===== config.mk =====
export PLATFORM = sky130hd
export DESIGN_NAME = rthw_ctrl
export DESIGN_NICKNAME = d
export VERILOG_FILES = /design/src/sv/assert_macros.svh /design/src/sv/rthw_pkg.sv /design/src/sv/rthw_ctrl.sv
export SDC_FILE = /design/constraint.sdc
export NUM_CORES = 1
export LEC_CHECK = 0
export ABC_AREA = 1
export BUFFER_PORTS_ARGS = -buffer_cell sky130_fd_sc_hd__buf_4
export CORE_AREA = 2 2 40 42
export CTS_CLUSTER_DIAMETER = 200
export DETAILED_ROUTE_END_ITERATION = 12
export DIE_AREA = 0 0 42 44
export PLACE_DENSITY = 0.78
export RECOVER_POWER = 50
export SLEW_MARGIN = 20
export SYNTH_ARGS = -nofsm -noshare
export SYNTH_HDL_FRONTEND = slang
export SYNTH_SLANG_ARGS = --single-unit

===== constraint.sdc =====
create_clock -name clk -period 1.8 [get_ports clk]
set_clock_uncertainty 0.05 [all_clocks]
set_input_delay 0.09 -clock clk [delete_from_list [all_inputs] [get_ports clk]]
set_output_delay 0.09 -clock clk [all_outputs]
set_load 0.005 [all_outputs]

===== src/sv/assert_macros.svh =====
// Assertion helper macros shared by the reuse time histogram RTL.
// Included by files that carry concurrent checks; no other dependencies.
`ifndef ASSERT_MACROS_SVH
`define ASSERT_MACROS_SVH

// Property that must hold at every clock edge outside reset.
`define RTHW_ASSERT(lbl, clk, rst, prop) \
  lbl: assert property (@(posedge clk) disable iff (rst) (prop)) \
    else $error("rthw check failed");

// Implication whose consequent is checked in the cycle after the antecedent.
`define RTHW_ASSERT_NEXT(lbl, clk, rst, ante, cons) \
  lbl: assert property (@(posedge clk) disable iff (rst) (ante) |=> (cons)) \
    else $error("rthw check failed");

`endif


===== src/sv/rthw_pkg.sv =====
// Shared types, constants and helpers for the reuse time histogram block.
// No dependencies; imported by every module of the block.
`default_nettype none

package rthw_pkg;

  localparam int REAL_BINS_DEF = 32;
  localparam int VIRT_BINS_DEF = 16;

  localparam int CNT_W   = 32;
  localparam int TIME_W  = 32;
  localparam int WEND_W  = 34;
  localparam int BIN_W   = 6;
  localparam int LV_W    = 5;
  localparam int SHIFT_W = 4;
  localparam int IN_TDATA_W  = 104;
  localparam int OUT_TDATA_W = 40;
  localparam int PADDR_W = 4;

  localparam logic [CNT_W-1:0] CNT_MAX = '1;

  // register indexes (paddr[3:2])
  localparam logic [1:0] REG_GRAN      = 2'd0;
  localparam logic [1:0] REG_LOG_SHIFT = 2'd1;
  localparam logic [1:0] REG_WINDOW    = 2'd2;

  typedef enum logic [1:0] {
    KIND_WIN_REAL,
    KIND_WIN_VIRT,
    KIND_SKIP,
    KIND_READ
  } kind_t;

  typedef enum logic [3:0] {
    OP_NONE,
    OP_CAPTURE,
    OP_RD_GLOBAL,
    OP_EMIT_READ,
    OP_BIN_START,
    OP_LOOKUP,
    OP_UPDATE,
    OP_DUMP_REAL_RD,
    OP_EMIT_REAL,
    OP_DUMP_VIRT_RD,
    OP_EMIT_VIRT,
    OP_SKIP_START,
    OP_SKIP_DIV,
    OP_EMIT_SKIP
  } op_t;

  typedef struct packed {
    op_t op;
  } cmd_t;

  typedef struct packed {
    logic is_read;
    logic compulsory;
    logic div_busy;
    logic tw_zero;
    logic win_close;
    logic real_more;
    logic virt_more;
    logic skip_needed;
    logic out_free;
  } sts_t;

  function automatic logic [CNT_W-1:0] sat_inc(input logic [CNT_W-1:0] v);
    sat_inc = (v == CNT_MAX) ? v : v + CNT_W'(1);
  endfunction

endpackage

`default_nettype wire


===== src/sv/rthw_ctrl.sv =====
// Sequencer for the reuse time histogram: steps one word through capture,
// global read or binning, update, window dump and skip count. Depends on rthw_pkg.
`default_nettype none

module rthw_ctrl (
  input  wire            clk,
  input  wire            rst,
  input  wire            s_tvalid,
  output logic           s_tready,
  input  rthw_pkg::sts_t sts,
  output rthw_pkg::cmd_t cmd
);
  import rthw_pkg::*;

  typedef enum logic [3:0] {
    S_IDLE,
    S_DISPATCH,
    S_RD_OUT,
    S_DIV,
    S_UPD,
    S_DR_CHK,
    S_DR_OUT,
    S_DV_CHK,
    S_DV_OUT,
    S_SK_START,
    S_SK_CHK,
    S_SK_DIV,
    S_SK_OUT
  } state_t;

  state_t state, state_next;

  assign s_tready = (state == S_IDLE);

  always_comb begin
    state_next = state;
    cmd.op     = OP_NONE;
    unique case (state)
      S_IDLE: begin
        if (s_tvalid) begin
          cmd.op     = OP_CAPTURE;
          state_next = S_DISPATCH;
        end
      end
      S_DISPATCH: begin
        if (sts.is_read) begin
          cmd.op     = OP_RD_GLOBAL;
          state_next = S_RD_OUT;
        end else if (sts.compulsory) begin
          cmd.op     = OP_LOOKUP;
          state_next = S_UPD;
        end else begin
          cmd.op     = OP_BIN_START;
          state_next = S_DIV;
        end
      end
      S_RD_OUT: begin
        if (sts.out_free) begin
          cmd.op     = OP_EMIT_READ;
          state_next = S_IDLE;
        end
      end
      S_DIV: begin
        if (!sts.div_busy) begin
          cmd.op     = OP_LOOKUP;
          state_next = S_UPD;
        end
      end
      S_UPD: begin
        cmd.op = OP_UPDATE;
        if (sts.compulsory || sts.tw_zero || !sts.win_close) begin
          state_next = S_IDLE;
        end else begin
          state_next = S_DR_CHK;
        end
      end
      S_DR_CHK: begin
        if (sts.real_more) begin
          cmd.op     = OP_DUMP_REAL_RD;
          state_next = S_DR_OUT;
        end else begin
          state_next = S_DV_CHK;
        end
      end
      S_DR_OUT: begin
        if (sts.out_free) begin
          cmd.op     = OP_EMIT_REAL;
          state_next = S_DR_CHK;
        end
      end
      S_DV_CHK: begin
        if (sts.virt_more) begin
          cmd.op     = OP_DUMP_VIRT_RD;
          state_next = S_DV_OUT;
        end else begin
          state_next = S_SK_START;
        end
      end
      S_DV_OUT: begin
        if (sts.out_free) begin
          cmd.op     = OP_EMIT_VIRT;
          state_next = S_DV_CHK;
        end
      end
      S_SK_START: begin
        cmd.op     = OP_SKIP_START;
        state_next = S_SK_CHK;
      end
      S_SK_CHK: begin
        if (sts.skip_needed) begin
          cmd.op     = OP_SKIP_DIV;
          state_next = S_SK_DIV;
        end else begin
          state_next = S_SK_OUT;
        end
      end
      S_SK_DIV: begin
        if (!sts.div_busy) begin
          state_next = S_SK_OUT;
        end
      end
      S_SK_OUT: begin
        if (sts.out_free) begin
          cmd.op     = OP_EMIT_SKIP;
          state_next = S_IDLE;
        end
      end
      default: state_next = S_IDLE;
    endcase
  end

  always_ff @(posedge clk) begin
    if (rst) begin
      state <= S_IDLE;
    end else begin
      state <= state_next;
    end
  end

endmodule

`default_nettype wire


==> results_dict.tcl <==
set metrics [dict create \
    outcome "completed" \
    synthFlopType "dfxtp_1" \
    synth_compound_area_frac 0.1097 \
    start_util 0.4824 \
    grt_use_met2 0.3719 \
    maxCapViolations 0 \
    antenna_found_initial 0 \
    die_w_um 42 \
    slew_headroom 0.8089 \
    critPathMaxFanout 5 \
    synth-xor-area-share 0 \
    clk_pin_slew_ns 0.03 \
    setup_violations 0 \
    period_needed_ns 1.721 \
    final_layout_size_suffix_gt1_frac 0.3741 \
    drc 0 \
    diodes 0 \
    syn_nets 136 \
    swShare 0.4810 \
    synth.area.mux_share 0 \
    dp_hpwl_mm 1.448 \
    clock_sinks 4 \
    gp_congestion 0.8832 \
    met3_usage 0.03333 \
    first_pass_iters 5 \
    min_to "state[0]" \
    ys_seq_elements 4 \
    dieArea_um2 1848 \
    comb_power_share 0.662 \
    io_pins 17 \
    synth_most_common_cell "nand2_1" \
    synthSimpleGateAreaFrac 0.5356 \
    yosysSeqAreaShare 0.1170 \
    wl_per_cell_um 11.39 \
    timing.rr.start "state[3]" \
    grt.overflow.total 0 \
    ys_async_sr_fraction 0 \
    rows 14 \
    reg_top3 "state x4" \
    rsz0062_at_grt "true" \
    cts_root_buf "clkbuf_4" \
    fp.dieH_um 44 \
    largest_reg_flops 4 \
    cts_tree "done" \
    finalSetupTns_ns 0 \
    final_nets 159 \
    cts_buffer_depth 2 \
    regMostFlops "state" \
    min_from "sts[6]" \
    worst-endpoint-required_ns 1.66 \
    area.growth.synth_to_final_pct 37.84 \
    r2r-end "state[2]" \
    final_max_slew_viol_count 0 \
    synth_top_family_by_area "simple AND/OR/NAND/NOR gates" \
    ir_drop_mv 0.5894 \
    synthCells 118 \
    clkPwrFrac 0.133 \
    p_seq_frac 0.205 \
    synth_top_area_share 0.1261 \
    p_sw_uw 381.2 \
    fmax_ghz 0.5812 \
    synth.avg_cell_area_um2 5.800 \
    synth_edf_count 0 \
    numCtsBuffers 3 \
    use_met1 0.2419 \
    yosysTopAreaCell "nand2_1" \
    hold_viol 0 \
    grt_pass1_wl_mm 2.932 \
    grt_pass1_vias 709 \
    whs_ns 0.1179 \
    r2r_cells 10 \
    synthAdderAreaFrac 0.1097 \
    drtAntennaViolNets 0 \
    endpoint_kind "output port" \
    core_area_um2 1419 \
    min_path_type "in2reg" \
    fin_crit_sh 0.9559 \
    grt_max_degree 9 \
    synthDistinctLibCells 21 \
    syn_area_um2 684.4 \
    vias 807 \
    yosysWarnings 0 \
    routed_wl_mm 1.765 \
    r2r_slack_ns 0.21 \
    path_class "reg2out" \
    synth_area_leaders "nand2_1 13%, dfxtp_1 12%, nand3_1 12%" \
    via_per_inst 5.206 \
    timing_worst_slew_pin_value_ns 0.2862 \
    power.leakage_nw 0.4596 \
    h-tree-depth 1 \
    drt-initial-drc-count 15 \
    synth.top_cells.by_count "23 x nand2_1, 19 x nor2_1, 16 x nand3_1" \
    worstHoldPathCells 3 \
    grt_use_total 0.1998 \
    insertion_delay_ns 0.23 \
    arrival_ns 1.58 \
    worstSetupStartpointType "flip-flop" \
    port_buffers 16 \
    powerDensity_nw_per_um2 840.1 \
    internal_power_uw 411.3 \
    busiest_layer "met2" \
]
==> power by group through the flow <==
stage	registers [mW]	clock network, mW	logic [mW]
after floorplan	0.120	0	0.365
after global placement	0.151	0	0.464
after detailed placement	0.152	0	0.463
after CTS	0.155	0.114	0.480
after global routing	0.167	0.120	0.578
final	0.162	0.105	0.525
==> worst max-delay path, cell delays in order (launching register included) <==
cell and delay (ns):
dfxtp_4 0.36, inv_4 0.08, ha_4 0.17, inv_1 0.11, nor3_4 0.23, nor3_1 0.08, a21oi_1 0.18, buf_4 0.14
==> layout make-up <==
class / count / area [um^2]
Clock buffer: 3 / 22.52
Timing Repair Buffer: 20 / 152.6
Inverter: 17 / 70.07
Fill cell: 129 / 475.5
Multi-Input combinational cell: 95 / 591.8
Tap cell: 16 / 20.02
Sequential cell: 4 / 86.33
==> worst max-delay path by stage <==
stage	slack [ns]	cells past startpoint	endpoint	from
global placement	0.10	10	state[3]	state[2]
finish	0.08	7	cmd[0]	state[2]
CTS	0.01	7	cmd[3]	state[2]
detailed placement	0.07	7	cmd[0]	state[3]
floorplan	0.25	10	state[2]	state[2]
global route	-0.02	7	cmd[0]	state[3]
==> per-stage QoR <==
step | total power [mW] | instances | area (um^2) | worst slack, ns | util
after floorplan | 0.4858 | 118 | 684.4 | 0.2537 | -
after global placement | 0.6152 | 149 | 809.5 | 0.1040 | 0.5705
after detailed placement | 0.6150 | 149 | 809.5 | 0.07003 | 0.5705
after CTS | 0.7490 | 154 | 888.4 | 0.01064 | 0.6261
after global routing | 0.8647 | 155 | 943.4 | -0.01512 | 0.6649
final | 0.7926 | 155 | 943.4 | 0.07938 | 0.6649
==> kinds of logic after synthesis <==
family	after synthesis
fa+ha+maj	6
simple gates	76
buf+inv	19
compound gates	13
flops	4
==> what timing repair did <==
| action | 4_1_cts | 5_1_grt |
|---|---|---|
| gates resized for setup | 10 | 13 |
| cloned | 0 | 0 |
| hold endpoints to repair | 4 | 0 |
| pin swaps | 0 | 5 |
| setup buffers | 1 | 1 |
| hold buffers | 1 | 0 |
| endpoints found under the setup margin | 4 | 4 |
==> routing by layer <==
metal	wire length [um]	share of wire	up-vias
met4	14	0.0079	0
met2	888	0.50	20
met3	68	0.039	2
met5	0	0	-
li1	-	-	430
met1	793	0.45	355
==> cells in the final DEF (no fill, tap or decap) <==
cell type / instances
nand2_1: 22
buf_4: 19
nor2_1: 18
nand3_1: 15
inv_1: 10
a21oi_1: 7
nand2_2: 5
inv_2: 4
nor2_4: 3
nand4_1: 3
nor3_1: 3
nand3_2: 3
ha_4: 3
ha_1: 3
clkbuf_4: 3
inv_4: 2
a31oi_1: 2
dfxtp_2: 2
nand3_4: 1
nor3_4: 1
nor2_2: 1
o22ai_1: 1
o21ai_2: 1
or2_2: 1
o21bai_2: 1
clkinv_2: 1
o21ai_0: 1
dlygate4sd3_1: 1
dfxtp_1: 1
dfxtp_4: 1
(Power assumes the default switching activity.)
